## src/rtl/core/countdown_timer_controller_assert.svh

```systemverilog
// Assertion macros shared by the countdown timer controller RTL.
`ifndef COUNTDOWN_TIMER_CONTROLLER_ASSERT_SVH
`define COUNTDOWN_TIMER_CONTROLLER_ASSERT_SVH

// Same-cycle implication, disabled while reset is asserted.
`define CTC_ASSERT_NOW(label, clk, rst_n, ante, cons) \
	label: assert property (@(posedge clk) disable iff (!rst_n) (ante) |-> (cons)) \
		else $error("countdown timer assertion failed");

// Next-cycle implication, disabled while reset is asserted.
`define CTC_ASSERT_NEXT(label, clk, rst_n, ante, cons) \
	label: assert property (@(posedge clk) disable iff (!rst_n) (ante) |=> (cons)) \
		else $error("countdown timer assertion failed");

`endif

```

## src/rtl/core/ctc_pkg.sv

```systemverilog
// Package of shared constants and command/status types for the countdown timer.
`default_nettype none
package ctc_pkg;

	// Display size and derived widths
	localparam int PIXEL_COUNT = 256;
	localparam int LIT_W       = $clog2(PIXEL_COUNT + 1);
	localparam int DURATION_W  = 23;
	localparam int NUM_W       = DURATION_W + LIT_W;
	localparam int DIV_CNT_W   = $clog2(LIT_W);
	localparam logic [LIT_W-1:0] PIX_LIT = LIT_W'(PIXEL_COUNT);
	localparam logic [NUM_W-1:0] PIX_NUM = NUM_W'(PIXEL_COUNT);
	localparam logic [DIV_CNT_W-1:0] DIV_LAST = DIV_CNT_W'(LIT_W - 1);

	// Field widths
	localparam int REQ_W    = 2;
	localparam int DELTA_W  = 5;
	localparam int MODE_W   = 2;
	localparam int MIN_W    = 7;
	localparam int HUE_W    = 8;
	localparam int PERIOD_W = 10;

	// Request codes
	localparam logic [REQ_W-1:0] REQ_TICK  = 2'd0;
	localparam logic [REQ_W-1:0] REQ_TURN  = 2'd1;
	localparam logic [REQ_W-1:0] REQ_PRESS = 2'd2;

	// Mode codes
	localparam logic [MODE_W-1:0] MODE_SET = 2'd0;
	localparam logic [MODE_W-1:0] MODE_RUN = 2'd1;
	localparam logic [MODE_W-1:0] MODE_FIN = 2'd2;

	// Configuration register indexes
	localparam logic CFG_FRAME = 1'b0;
	localparam logic CFG_BLINK = 1'b1;

	// Timer constants
	localparam logic [MIN_W-1:0]      MIN_MINUTES     = 7'd1;
	localparam logic [MIN_W-1:0]      MAX_MINUTES     = 7'd90;
	localparam logic [MIN_W-1:0]      DEFAULT_MINUTES = 7'd5;
	localparam logic [DURATION_W-1:0] MS_PER_MINUTE   = 23'd60000;
	localparam logic [DURATION_W-1:0] ELAPSED_MAX     = 23'h7FFFFF;
	localparam logic [HUE_W-1:0]      FINISH_HUE_STEP = 8'd8;
	localparam logic [PERIOD_W-1:0]   FRAME_RESET     = 10'd50;
	localparam logic [PERIOD_W-1:0]   BLINK_RESET     = 10'd300;

	// Controller to datapath commands
	typedef struct packed {
		logic load;
		logic exec;
		logic div_step;
		logic div_last;
		logic out_load;
	} ctc_cmd_t;

	// Datapath to controller status
	typedef struct packed {
		logic div_need;
	} ctc_status_t;

endpackage
`default_nettype wire

```

## src/rtl/core/ctc_datapath.sv

```systemverilog
// Datapath of the countdown timer: timer state, progress divider and result register.
`default_nettype none
`include "countdown_timer_controller_assert.svh"
module ctc_datapath (
	input  wire logic                             clk,
	input  wire logic                             arst_n,
	input  wire ctc_pkg::ctc_cmd_t                cmd,
	output      ctc_pkg::ctc_status_t             status,
	input  wire logic [ctc_pkg::REQ_W-1:0]        req_type,
	input  wire logic signed [ctc_pkg::DELTA_W-1:0] delta,
	input  wire logic                             cfg_valid,
	input  wire logic                             cfg_index,
	input  wire logic [ctc_pkg::PERIOD_W-1:0]     cfg_data,
	output      logic [ctc_pkg::MODE_W-1:0]       mode,
	output      logic [ctc_pkg::MIN_W-1:0]        minutes,
	output      logic [ctc_pkg::LIT_W-1:0]        lit_count,
	output      logic [ctc_pkg::HUE_W-1:0]        hue,
	output      logic                             blink_on,
	output      logic                             redraw,
	output      logic                             exit_request
);

	// Latched request
	logic [ctc_pkg::REQ_W-1:0]   req_q;
	logic [ctc_pkg::DELTA_W-1:0] delta_q;

	// Configuration
	logic [ctc_pkg::PERIOD_W-1:0] frame_period_q, blink_period_q;

	// Timer state
	logic [ctc_pkg::MODE_W-1:0]     mode_q, mode_d;
	logic [ctc_pkg::MIN_W-1:0]      minutes_q, minutes_d;
	logic [ctc_pkg::DURATION_W-1:0] duration_q, duration_d;
	logic [ctc_pkg::DURATION_W-1:0] elapsed_q, elapsed_d;
	logic [ctc_pkg::PERIOD_W-1:0]   frame_q, frame_d;
	logic [ctc_pkg::PERIOD_W-1:0]   blinkc_q, blinkc_d;
	logic                           blink_q, blink_d;
	logic [ctc_pkg::HUE_W-1:0]      hue_q, hue_d;
	logic [ctc_pkg::LIT_W-1:0]      lit_q, lit_d;
	logic                           redraw_q, redraw_d;
	logic                           exit_q, exit_d;

	// Divider state
	logic [ctc_pkg::NUM_W-1:0] rem_q, rem_d;
	logic [ctc_pkg::NUM_W-1:0] dsh_q, dsh_d;
	logic [ctc_pkg::LIT_W-1:0] quo_q, quo_d;

	// Helpers
	logic [ctc_pkg::PERIOD_W-1:0]   frame_inc, blinkc_inc;
	logic [ctc_pkg::DURATION_W-1:0] el_inc;
	logic [ctc_pkg::MIN_W:0]        msum;
	logic                           frame_fire, run_done, div_ge;

	assign frame_inc  = frame_q + 1'b1;
	assign blinkc_inc = blinkc_q + 1'b1;
	assign el_inc     = (elapsed_q < ctc_pkg::ELAPSED_MAX) ? elapsed_q + 1'b1 : elapsed_q;
	assign msum       = {1'b0, minutes_q} + {{3{delta_q[ctc_pkg::DELTA_W-1]}}, delta_q};
	assign frame_fire = frame_inc >= frame_period_q;
	assign run_done   = el_inc >= duration_q;
	assign div_ge     = rem_q >= dsh_q;

	// Flag a progress refresh that needs the divider
	assign status.div_need = (req_q == ctc_pkg::REQ_TICK) && (mode_q == ctc_pkg::MODE_RUN)
		&& !run_done && frame_fire;

	// Next state of the timer and the divider
	always_comb begin
		mode_d     = mode_q;
		minutes_d  = minutes_q;
		duration_d = duration_q;
		elapsed_d  = elapsed_q;
		frame_d    = frame_q;
		blinkc_d   = blinkc_q;
		blink_d    = blink_q;
		hue_d      = hue_q;
		lit_d      = lit_q;
		redraw_d   = redraw_q;
		exit_d     = exit_q;
		rem_d      = rem_q;
		dsh_d      = dsh_q;
		quo_d      = quo_q;
		if (cmd.exec) begin
			redraw_d = 1'b0;
			exit_d   = 1'b0;
			unique case (req_q)
				ctc_pkg::REQ_TICK: begin
					case (mode_q)
						ctc_pkg::MODE_SET: begin
							frame_d = frame_fire ? '0 : frame_inc;
							redraw_d = frame_fire;
						end
						ctc_pkg::MODE_RUN: begin
							elapsed_d = el_inc;
							if (run_done) begin
								mode_d   = ctc_pkg::MODE_FIN;
								blinkc_d = '0;
								blink_d  = 1'b1;
								lit_d    = ctc_pkg::PIX_LIT;
								hue_d    = hue_q + ctc_pkg::FINISH_HUE_STEP;
								redraw_d = 1'b1;
							end else if (frame_fire) begin
								frame_d  = '0;
								rem_d    = ctc_pkg::NUM_W'(el_inc) * ctc_pkg::PIX_NUM;
								dsh_d    = ctc_pkg::NUM_W'(duration_q) << (ctc_pkg::LIT_W - 1);
								quo_d    = '0;
								hue_d    = hue_q + 1'b1;
								redraw_d = 1'b1;
							end else begin
								frame_d = frame_inc;
							end
						end
						default: begin
							if (blinkc_inc >= blink_period_q) begin
								blinkc_d = '0;
								blink_d  = !blink_q;
								if (!blink_q) begin
									hue_d = hue_q + ctc_pkg::FINISH_HUE_STEP;
								end
								redraw_d = 1'b1;
							end else begin
								blinkc_d = blinkc_inc;
							end
						end
					endcase
				end
				ctc_pkg::REQ_TURN: begin
					if (mode_q == ctc_pkg::MODE_SET) begin
						if (msum[ctc_pkg::MIN_W] || msum < {1'b0, ctc_pkg::MIN_MINUTES}) begin
							minutes_d = ctc_pkg::MIN_MINUTES;
						end else if (msum > {1'b0, ctc_pkg::MAX_MINUTES}) begin
							minutes_d = ctc_pkg::MAX_MINUTES;
						end else begin
							minutes_d = msum[ctc_pkg::MIN_W-1:0];
						end
						redraw_d = 1'b1;
					end
				end
				ctc_pkg::REQ_PRESS: begin
					redraw_d = 1'b1;
					if (mode_q == ctc_pkg::MODE_SET) begin
						mode_d     = ctc_pkg::MODE_RUN;
						duration_d = ctc_pkg::DURATION_W'(minutes_q) * ctc_pkg::MS_PER_MINUTE;
						elapsed_d  = '0;
						frame_d    = '0;
						lit_d      = '0;
					end else begin
						mode_d     = ctc_pkg::MODE_SET;
						minutes_d  = ctc_pkg::DEFAULT_MINUTES;
						duration_d = '0;
						elapsed_d  = '0;
						frame_d    = '0;
						blinkc_d   = '0;
						blink_d    = 1'b1;
						hue_d      = '0;
						lit_d      = '0;
						exit_d     = 1'b1;
					end
				end
				default: begin
				end
			endcase
		end
		// One restoring division step, one quotient bit
		if (cmd.div_step) begin
			rem_d = div_ge ? rem_q - dsh_q : rem_q;
			dsh_d = dsh_q >> 1;
			quo_d = {quo_q[ctc_pkg::LIT_W-2:0], div_ge};
			if (cmd.div_last) begin
				lit_d = (quo_d > ctc_pkg::PIX_LIT) ? ctc_pkg::PIX_LIT : quo_d;
			end
		end
	end

	// Hold configuration and timer state
	always_ff @(posedge clk or negedge arst_n) begin
		if (!arst_n) begin
			frame_period_q <= ctc_pkg::FRAME_RESET;
			blink_period_q <= ctc_pkg::BLINK_RESET;
			mode_q         <= ctc_pkg::MODE_SET;
			minutes_q      <= ctc_pkg::DEFAULT_MINUTES;
			duration_q     <= '0;
			elapsed_q      <= '0;
			frame_q        <= '0;
			blinkc_q       <= '0;
			blink_q        <= 1'b1;
			hue_q          <= '0;
			lit_q          <= '0;
		end else begin
			if (cfg_valid) begin
				unique case (cfg_index)
					ctc_pkg::CFG_FRAME: frame_period_q <= cfg_data;
					ctc_pkg::CFG_BLINK: blink_period_q <= cfg_data;
					default: begin
					end
				endcase
			end
			mode_q     <= mode_d;
			minutes_q  <= minutes_d;
			duration_q <= duration_d;
			elapsed_q  <= elapsed_d;
			frame_q    <= frame_d;
			blinkc_q   <= blinkc_d;
			blink_q    <= blink_d;
			hue_q      <= hue_d;
			lit_q      <= lit_d;
		end
	end

	// Capture the request, divider words and result payload
	always_ff @(posedge clk) begin
		if (cmd.load) begin
			req_q   <= req_type;
			delta_q <= delta;
		end
		redraw_q <= redraw_d;
		exit_q   <= exit_d;
		rem_q    <= rem_d;
		dsh_q    <= dsh_d;
		quo_q    <= quo_d;
		if (cmd.out_load) begin
			mode         <= mode_q;
			minutes      <= minutes_q;
			lit_count    <= lit_q;
			hue          <= hue_q;
			blink_on     <= blink_q;
			redraw       <= redraw_q;
			exit_request <= exit_q;
		end
	end

	`CTC_ASSERT_NOW(a_run_before_end, clk, arst_n, mode_q == ctc_pkg::MODE_RUN, elapsed_q < duration_q)
	`CTC_ASSERT_NOW(a_minutes_range, clk, arst_n, 1'b1, minutes_q >= ctc_pkg::MIN_MINUTES && minutes_q <= ctc_pkg::MAX_MINUTES)
	`CTC_ASSERT_NOW(a_lit_range, clk, arst_n, 1'b1, lit_q <= ctc_pkg::PIX_LIT)

endmodule
`default_nettype wire

```

## src/rtl/core/ctc_ctrl.sv

```systemverilog
// Controller state machine of the countdown timer: handshakes and step sequencing.
`default_nettype none
`include "countdown_timer_controller_assert.svh"
module ctc_ctrl (
	input  wire logic                 clk,
	input  wire logic                 arst_n,
	input  wire logic                 item_valid,
	output      logic                 item_stall,
	output      logic                 result_valid,
	input  wire logic                 result_stall,
	input  wire ctc_pkg::ctc_status_t status,
	output      ctc_pkg::ctc_cmd_t    cmd
);

	typedef enum logic [1:0] {
		ST_IDLE,
		ST_EXEC,
		ST_DIV,
		ST_DONE
	} state_t;

	state_t                          state_q;
	logic [ctc_pkg::DIV_CNT_W-1:0]   cnt_q;
	logic                            out_free;

	assign item_stall = state_q != ST_IDLE;
	assign out_free   = !result_valid || !result_stall;

	// Decode commands from the current step
	always_comb begin
		cmd.load     = (state_q == ST_IDLE) && item_valid;
		cmd.exec     = state_q == ST_EXEC;
		cmd.div_step = state_q == ST_DIV;
		cmd.div_last = (state_q == ST_DIV) && (cnt_q == ctc_pkg::DIV_LAST);
		cmd.out_load = (state_q == ST_DONE) && out_free;
	end

	// Advance the sequence and hold the result valid flag
	always_ff @(posedge clk or negedge arst_n) begin
		if (!arst_n) begin
			state_q      <= ST_IDLE;
			cnt_q        <= '0;
			result_valid <= 1'b0;
		end else begin
			// Raise valid on a new result, drop it once the receiver takes it
			if (cmd.out_load) begin
				result_valid <= 1'b1;
			end else if (!result_stall) begin
				result_valid <= 1'b0;
			end
			unique case (state_q)
				ST_IDLE: begin
					if (item_valid) begin
						state_q <= ST_EXEC;
					end
				end
				ST_EXEC: begin
					cnt_q   <= '0;
					state_q <= status.div_need ? ST_DIV : ST_DONE;
				end
				ST_DIV: begin
					cnt_q <= cnt_q + 1'b1;
					if (cnt_q == ctc_pkg::DIV_LAST) begin
						state_q <= ST_DONE;
					end
				end
				ST_DONE: begin
					if (out_free) begin
						state_q <= ST_IDLE;
					end
				end
				default: state_q <= ST_IDLE;
			endcase
		end
	end

	`CTC_ASSERT_NEXT(a_accept_then_busy, clk, arst_n, item_valid && !item_stall, item_stall)
	`CTC_ASSERT_NOW(a_div_count, clk, arst_n, state_q == ST_DIV, cnt_q <= ctc_pkg::DIV_LAST)
	`CTC_ASSERT_NEXT(a_load_sets_valid, clk, arst_n, cmd.out_load, result_valid)

endmodule
`default_nettype wire

```

## src/rtl/core/countdown_timer_controller.sv

```systemverilog
// Top level of the countdown timer controller: controller plus datapath.
//
// Usage: requests arrive on the item channel (item_valid, item_stall) with
// req_type (tick, encoder turn, encoder press) and a signed encoder delta.
// Every accepted request yields exactly one result on the result channel
// (result_valid, result_stall): mode, minutes, lit_count, hue, blink_on,
// redraw and exit_request, taken at an edge with result_valid high and
// result_stall low.
// Sequence: an accepted request passes the exec step and then the done step,
// which loads the result and raises result_valid; a tick that refreshes the
// progress count while running goes through the restoring divider between
// them, one quotient bit per cycle. A new request is taken only while idle.
// A result waiting in the output register does not block the next request;
// that request is computed and held until the receiver stops stalling.
// Configuration: cfg_valid/cfg_ready writes frame_period_ms (index 0) or
// blink_period_ms (index 1); always ready, write only while idle.
// Reset (arst_n low) returns to setting mode at 5 minutes, periods 50/300.
`default_nettype none
module countdown_timer_controller (
	input  wire logic                               clk,
	input  wire logic                               arst_n,
	input  wire logic                               item_valid,
	output      logic                               item_stall,
	input  wire logic [ctc_pkg::REQ_W-1:0]          req_type,
	input  wire logic signed [ctc_pkg::DELTA_W-1:0] delta,
	output      logic                               result_valid,
	input  wire logic                               result_stall,
	output      logic [ctc_pkg::MODE_W-1:0]         mode,
	output      logic [ctc_pkg::MIN_W-1:0]          minutes,
	output      logic [ctc_pkg::LIT_W-1:0]          lit_count,
	output      logic [ctc_pkg::HUE_W-1:0]          hue,
	output      logic                               blink_on,
	output      logic                               redraw,
	output      logic                               exit_request,
	input  wire logic                               cfg_valid,
	output      logic                               cfg_ready,
	input  wire logic                               cfg_index,
	input  wire logic [ctc_pkg::PERIOD_W-1:0]       cfg_data
);

	ctc_pkg::ctc_cmd_t    cmd;
	ctc_pkg::ctc_status_t status;

	assign cfg_ready = 1'b1;

	ctc_ctrl u_ctrl (
		.clk          (clk),
		.arst_n       (arst_n),
		.item_valid   (item_valid),
		.item_stall   (item_stall),
		.result_valid (result_valid),
		.result_stall (result_stall),
		.status       (status),
		.cmd          (cmd)
	);

	ctc_datapath u_datapath (
		.clk          (clk),
		.arst_n       (arst_n),
		.cmd          (cmd),
		.status       (status),
		.req_type     (req_type),
		.delta        (delta),
		.cfg_valid    (cfg_valid),
		.cfg_index    (cfg_index),
		.cfg_data     (cfg_data),
		.mode         (mode),
		.minutes      (minutes),
		.lit_count    (lit_count),
		.hue          (hue),
		.blink_on     (blink_on),
		.redraw       (redraw),
		.exit_request (exit_request)
	);

endmodule
`default_nettype wire
```

## config.mk

```make
export PLATFORM = sky130hd
export DESIGN_NAME = countdown_timer_controller
export DESIGN_NICKNAME = d
export VERILOG_FILES = /design/src/rtl/core/ctc_pkg.sv /design/src/rtl/core/ctc_datapath.sv /design/src/rtl/core/ctc_ctrl.sv /design/src/rtl/core/countdown_timer_controller.sv
export VERILOG_INCLUDE_DIRS = /design/src /design/src/rtl/core
export SDC_FILE = /design/constraint.sdc
export NUM_CORES = 1
export LEC_CHECK = 0
export BUFFER_PORTS_ARGS = -buffer_cell sky130_fd_sc_hd__clkbuf_2
export CORE_MARGIN = 1
export CORE_UTILIZATION = 29
export DETAILED_ROUTE_END_ITERATION = 8
export SLEW_MARGIN = 25
export SYNTH_ARGS = -nofsm -noshare
export SYNTH_HDL_FRONTEND = slang
export SYNTH_SLANG_ARGS = --single-unit
```

## constraint.sdc

```tcl
create_clock -name clk -period 6.1 [get_ports clk]
set_input_delay 0.915 -clock clk [delete_from_list [all_inputs] [get_ports clk]]
set_output_delay 0.915 -clock clk [all_outputs]
set_load 0.02 [all_outputs]
```

## Yosys cells after proc, flatten, opt, wreduce, memory -nomap -nowiden

Index checks and enable logic that the tools add are counted.

- Reduce and logical (&&, ||, !) cells: 35
- $add $sub $neg: 8
- Multiplexer cells: 75
- Multipliers: 1
- Magnitude comparators: 8
- Equality and inequality tests: 24
- Bitwise logic cells: 1

Operators with widths:

| operator | count |
|---|---|
| two-way mux 32 bit | 7 |
| two-way mux 31 bit | 5 |
| two-way mux 8 bit | 11 |
| one-hot mux 10 bit (2 select lines) | 4 |
| two-way mux 23 bit | 3 |
| two-way mux 9 bit | 6 |
| two-way mux 10 bit | 5 |
| one-hot mux 23 bit (2 select lines) | 1 |
| greater-or-equal comparator 32 x 31 -> 1 bit | 1 |
| one-hot mux 8 bit (2 select lines) | 2 |
| subtractor 32 x 31 -> 32 bit | 1 |
| two-way mux 30 bit | 1 |
| two-way mux 7 bit | 4 |
| adder 23 x 1 -> 23 bit, second input constant | 1 |
| greater-or-equal comparator 23 bit | 1 |
| less-than comparator 23 bit, second input constant | 1 |
| adder 10 x 1 -> 10 bit, second input constant | 2 |
| greater-or-equal comparator 10 bit | 2 |
| multiplier 7 x 11 -> 18 bit, second input constant | 1 |
| one-hot mux 9 bit (2 select lines) | 1 |
| one-hot mux 7 bit (2 select lines) | 1 |
| nonzero test 2 bit | 7 |
| two-way mux 1 bit | 12 |
| inequality test 2 x 1 -> 1 bit, second input constant | 6 |
| 31 further kinds | 66 |

- Bits in registers: 229
- Word-level logic and storage cells: 181
- Bits of input ports: 23

## Logic depth before layout (Yosys ltp)

- Word-level depth: 9
- Depth in mapped cells: 19
- Gate-level depth less buffers: 17

## Cells and area by module

Synthesis repeated with hierarchy kept, for this count alone.

- Cells, all modules: 1403
- Area, all modules: 14129.8 sq um

By module, submodules not included:

| module | seq. area each (sq um) | cells each | area an instance (sq um) | instances |
|---|---|---|---|---|
| ctc_datapath | 5988.2 | 1353 | 13646.8 | 1 |
| ctc_ctrl | 175.2 | 48 | 471.7 | 1 |
| countdown_timer_controller | 0.0 | 2 | 11.3 | 1 |

## Worst setup path before layout

Ideal clock, no wire load.

- Path type: register to register
- Start point: register u_datapath.elapsed_q[4] (netlist name)
- End point: register u_datapath.dsh_q[0] (netlist name) (enable)
- Data arrival time: 6236 ps
- Setup time: 495 ps
- Clock period less this slack: 6731 ps
- Cell stages (with the launch flop): 17
- Path buffers: 1
- Path slack: -631 ps
- Cell sequence: dfrtp_1 > clkbuf_1 > nand3_1 > or4_4 > o21ai_1 > nor3_1 > and3_1 > xnor2_1 > inv_1 > ha_1 > nand3_1 > inv_1 > a221oi_1 > o211ai_2 > nor2_2 > nand3b_1 > a21boi_0

- Word-level cells in the longest chain between the ends: 5
- Elaborated cells on any way between the ends: 6
- Those cells by class: add/sub (1); order compare (2); eq/ne (1); mux (1); reduce/logical (1)

RTL lines:

| item | line | RTL |
|---|---|---|
| from (decl) | ctc_datapath.sv:34 | `logic [ctc_pkg::DURATION_W-1:0] elapsed_q, elapsed_d;` |
| from (signal assigned) | ctc_datapath.sv:200 | `elapsed_q <= elapsed_d;` |
| adder 23 x 1 -> 23 bit or less-than comparator 23 bit (tied branches) | ctc_datapath.sv:56 | `assign el_inc = (elapsed_q < ctc_pkg::ELAPSED_MAX) ? elapsed_q + 1'b1 : elapsed_q;` |
| two-way mux 23 bit * | ctc_datapath.sv:56 |  |
| greater-or-equal comparator 23 bit * | ctc_datapath.sv:59 | `assign run_done = el_inc >= duration_q;` |
| inequality test 2 bit (no source line) * | n/a |  |
| AND reduction 5 bit (no source line) * | n/a |  |
| to (signal assigned) | ctc_datapath.sv:218 | `dsh_q <= dsh_d;` |
| to (decl) | ctc_datapath.sv:45 | `logic [ctc_pkg::NUM_W-1:0] dsh_q, dsh_d;` |

Every way passes the cells marked *; elsewhere a longest branch is shown, timed or not.
A chain may end at the register's enable or synchronous reset.

## Final worst setup path

- Start point: register u_datapath.elapsed_q[7] (netlist name)
- End point: register u_datapath.hue_q[6] (netlist name)

- Word-level cells in the longest chain between the ends: 6
- Elaborated cells on any way between the ends: 9
- Those cells by class: add/sub (1); order compare (2); eq/ne (1); mux (4); reduce/logical (1)

RTL lines:

| item | line | RTL |
|---|---|---|
| adder 23 x 1 -> 23 bit or less-than comparator 23 bit (tied branches) | ctc_datapath.sv:56 |  |
| two-way mux 23 bit * | ctc_datapath.sv:56 |  |
| greater-or-equal comparator 23 bit * | ctc_datapath.sv:59 |  |
| two-way mux 8 bit | ctc_datapath.sv:94 | `if (run_done) begin` |
| one-hot mux 8 bit (2 select lines) | ctc_datapath.sv:87 | `case (mode_q)` |
| one-hot mux 8 bit (2 select lines) | ctc_datapath.sv:85 | `unique case (req_q)` |
| to (signal assigned) | ctc_datapath.sv:204 | `hue_q <= hue_d;` |
| to (decl) | ctc_datapath.sv:38 | `logic [ctc_pkg::HUE_W-1:0] hue_q, hue_d;` |

Marked as above.

==> impl_metrics.tcl <==
set metrics [dict create \
    outcome "finished, final reports clean" \
    count_of_buffers_added_by_post_cts_timing_repair_for_setup 0 \
    synth-seq-cells 224 \
    synth-seq-area-share_pct 44.0 \
    grt_overflow_total 0 \
    synth-async-reset-ratio_pct 51.3 \
    floorplan.io_pins 55 \
    p_leak_nw 7.03 \
    vias_in_the_first_global_route 10435 \
    postRouteWirelength_mm 32.1 \
    power.density_cell_area_nw_per_um2 446 \
    gpl_congestion 0.842 \
    postSynth.topFlopCell "edfxtp_1" \
    num_rows 80 \
    route.detailed.wl_per_inst_um 15.3 \
    layout-area-overhead-vs-synth_pct 13.2 \
    nets_in_the_synthesized_netlist 1588 \
    syn-mean-instance-area_um2 9.92 \
    layout.cells.most_common_list "inv_1, ha_1, nand2_1, o21ai_0, edfxtp_1" \
    syn_inst 1411 \
    reg2reg_slack_ns 0.80 \
    area_of_the_die_um2 49200 \
    detail_route.iter0.violations 673 \
    clkSinkCount 224 \
    setup_viol 0 \
    per_cell_via_count_in_the_routed_design 4.98 \
    worst_hold_path_type "in -> async" \
    htree_levels 1 \
    slew_violations 0 \
    fin_tns_setup_ns 0 \
    power.total_mw 7.07 \
    critical_path.max_fanout 10 \
    reg2reg_to "u_datapath.hue_q[6]$_DFFE_PN0P_" \
    final_net_count 1638 \
    clk_pin_slew_worst_paths_ns 0.06 \
    synth_edf_count 109 \
    rsz0062_at_grt "no" \
    report.final.hold_viol_count 0 \
    post-route-util_pct 33.3 \
    place.port_buffers 53 \
    setup_ws_ns 0.801 \
    detailedPlacementHpwl_mm 24.0 \
    grt_max_degree 79 \
    rr_startpoint "u_datapath.elapsed_q[7]$_DFFE_PN0P_" \
    grt_antenna_before_repair 0 \
    synth.distinct_cells 78 \
    cp-start-kind "register" \
    clk_root_buffer_cell "clkbuf_16" \
    crit_arrival_ns 5.77 \
    irDropWorstVdd_v 0.000231 \
    cts_inserted_buffers 26 \
    clkLatencyLatePin_ns 0.55 \
    grt_pass1_wl_mm 53.7 \
    syn_area_um2 14000 \
    clock-skew-final_ns 0.0134 \
    cp_data_required_time_ns 6.57 \
    path_class "reg -> reg" \
    postCtsHoldBufs 0 \
    max_slew_margin_pct 43.5 \
    post_cts.resized_instances 0 \
    die-height_um 222 \
    synth.yosys.warnings 0 \
    min_period_ns 5.30 \
    post_route_cells_drive_above_1_share_pct 10.3 \
    timing_limited_maximum_frequency_mhz 189 \
    clockBufferDepth 3 \
    tritoncts_clock_tree "built" \
    timing_worst_slew_pin_value_ns 0.846 \
    detail_route.first_pass.iterations 5 \
    final.period_utilization_pct 86.9 \
    pre_cts_ws_ns 0.952 \
    die_w_um 222 \
    core_region_area_um2 47600 \
    timing.critical_path.to_type "register" \
    mostFrequentLayoutCell "inv_1" \
    max_cap_violations 0 \
    grt.total_usage_pct 13.3 \
    drt_drc_violations_left 0 \
    start_util_pct 29.4 \
    routed-via-count 10432 \
    postRouteAntennaNets 0 \
    worstRegToRegCells 15 \
    antenna-diode-count 0 \
]
[layer usage]
metal / GRT usage, % / up-vias / part of all wire, %
li1: - / 5158 / -
met1: 18.4 / 5012 / 48
met2: 21.8 / 213 / 46
met3: 1.63 / 49 / 4.1
met4: 3.41 / 0 / 2.2
met5: 0 / - / 0
[cells by family (layout without fill, tap and decap cells)]
family	count (synthesis)	after routing	share of synthesized area, %
AND/OR/NAND/NOR	405	405	14.2
AO/OA/AOI/OAI	354	354	15.9
flip-flops	224	224	44.0
buffers and inverters	178	248	4.91
adder cells (fa/ha/maj)	154	154	14.7
XOR/XNOR	77	77	4.82
multiplexers	18	18	1.41
other	1	1	0.0268
[Yosys cell counts, drive strengths merged, types with 7 or more instances]
library cell | instances | share of area (%)
or3 | 7 | 0.31
clkbuf | 32 | 0.86
xor2 | 31 | 1.9
nor2b | 11 | 0.49
mux2 | 14 | 1.1
o21ai | 128 | 4.7
a31oi | 14 | 0.63
nand2b | 14 | 0.63
edfxtp | 109 | 23
and3 | 25 | 1.2
a22o | 24 | 1.5
dfstp | 10 | 1.9
o31ai | 14 | 0.75
inv | 136 | 3.6
a21o | 26 | 1.4
ha | 136 | 12
nand3 | 56 | 2.0
and2 | 15 | 0.67
buf | 10 | 0.41
nand4 | 18 | 0.89
nor3 | 19 | 0.68
a211oi | 8 | 0.43
nand2 | 121 | 3.2
a21oi | 80 | 2.9
fa | 18 | 2.6
xnor2 | 46 | 2.9
nor2 | 88 | 2.4
dfrtp | 105 | 19
[sequential cells by signal (all words and copies together), names as in the netlist, 8 cells and up]
signal and cells:
u_datapath.rem_q 32, u_datapath.dsh_q 31, u_datapath.elapsed_q 23, u_datapath.duration_q 18
u_datapath.blink_period_q 10, u_datapath.blinkc_q 10, u_datapath.frame_period_q 10, u_datapath.frame_q 10
u_datapath.lit_count 9, u_datapath.lit_q 9, u_datapath.hue 8, u_datapath.hue_q 8
u_datapath.quo_q 8
[layout make-up]
class | count | area, um^2
fill | 4849 | 31800
multi-input combinational | 1009 | 7180
sequential | 224 | 6160
tap | 615 | 769
clock buffer | 34 | 732
inverter | 136 | 510
timing repair buffer | 64 | 374
clock inverter | 14 | 118
[worst max-delay path: stages (launching register included)]
cell       delay (ns)
dfrtp_1          0.46
nand4_2          0.19
or4_4            0.61
o21ai_1          0.47
nor3_1           0.27
and3_1           0.26
xnor2_1          0.29
inv_1            0.09
ha_1             0.30
nand3_1          0.11
or4_4            0.53
o41ai_2          0.39
or2_1            0.46
o2111ai_1        0.22
or4_1            0.42
a21boi_1         0.15
[worst max path at each step]
| stage | start | endpoint | slack, ns | cells after the start |
|---|---|---|---|---|
| 2_1_floorplan | u_datapath.elapsed_q[4]$_DFFE_PN0P_ | u_datapath.dsh_q[0]$_SDFFCE_PN0P_ | 0.40 | 16 |
| 3_3_place_gp | u_datapath.elapsed_q[7]$_DFFE_PN0P_ | u_datapath.hue_q[6]$_DFFE_PN0P_ | 1.14 | 16 |
| 3_5_place_dp | u_datapath.elapsed_q[7]$_DFFE_PN0P_ | u_datapath.hue_q[6]$_DFFE_PN0P_ | 0.95 | 15 |
| 4_1_cts | u_datapath.elapsed_q[7]$_DFFE_PN0P_ | u_datapath.hue_q[6]$_DFFE_PN0P_ | 0.91 | 15 |
| 5_1_grt | u_datapath.elapsed_q[7]$_DFFE_PN0P_ | u_datapath.hue_q[6]$_DFFE_PN0P_ | 0.50 | 15 |
| 6_report | u_datapath.elapsed_q[7]$_DFFE_PN0P_ | u_datapath.hue_q[6]$_DFFE_PN0P_ | 0.80 | 15 |
[report_power, final]
group,internal [mW],switching (mW)
sequential,2.05,0.234
combinational,1.27,1.96
clock,0.924,0.632
total,4.24,2.83
[metrics by stage]
stage	area (um^2)	std cells	hold WS, ns
2_1_floorplan	14000	1411	0.400
3_3_place_gp	15000	2047	0.446
3_5_place_dp	15000	2047	0.444
4_1_cts	15800	2095	0.461
5_1_grt	15900	2096	0.452
6_report	15900	2096	0.372
Power figures use the tool's default switching activity.
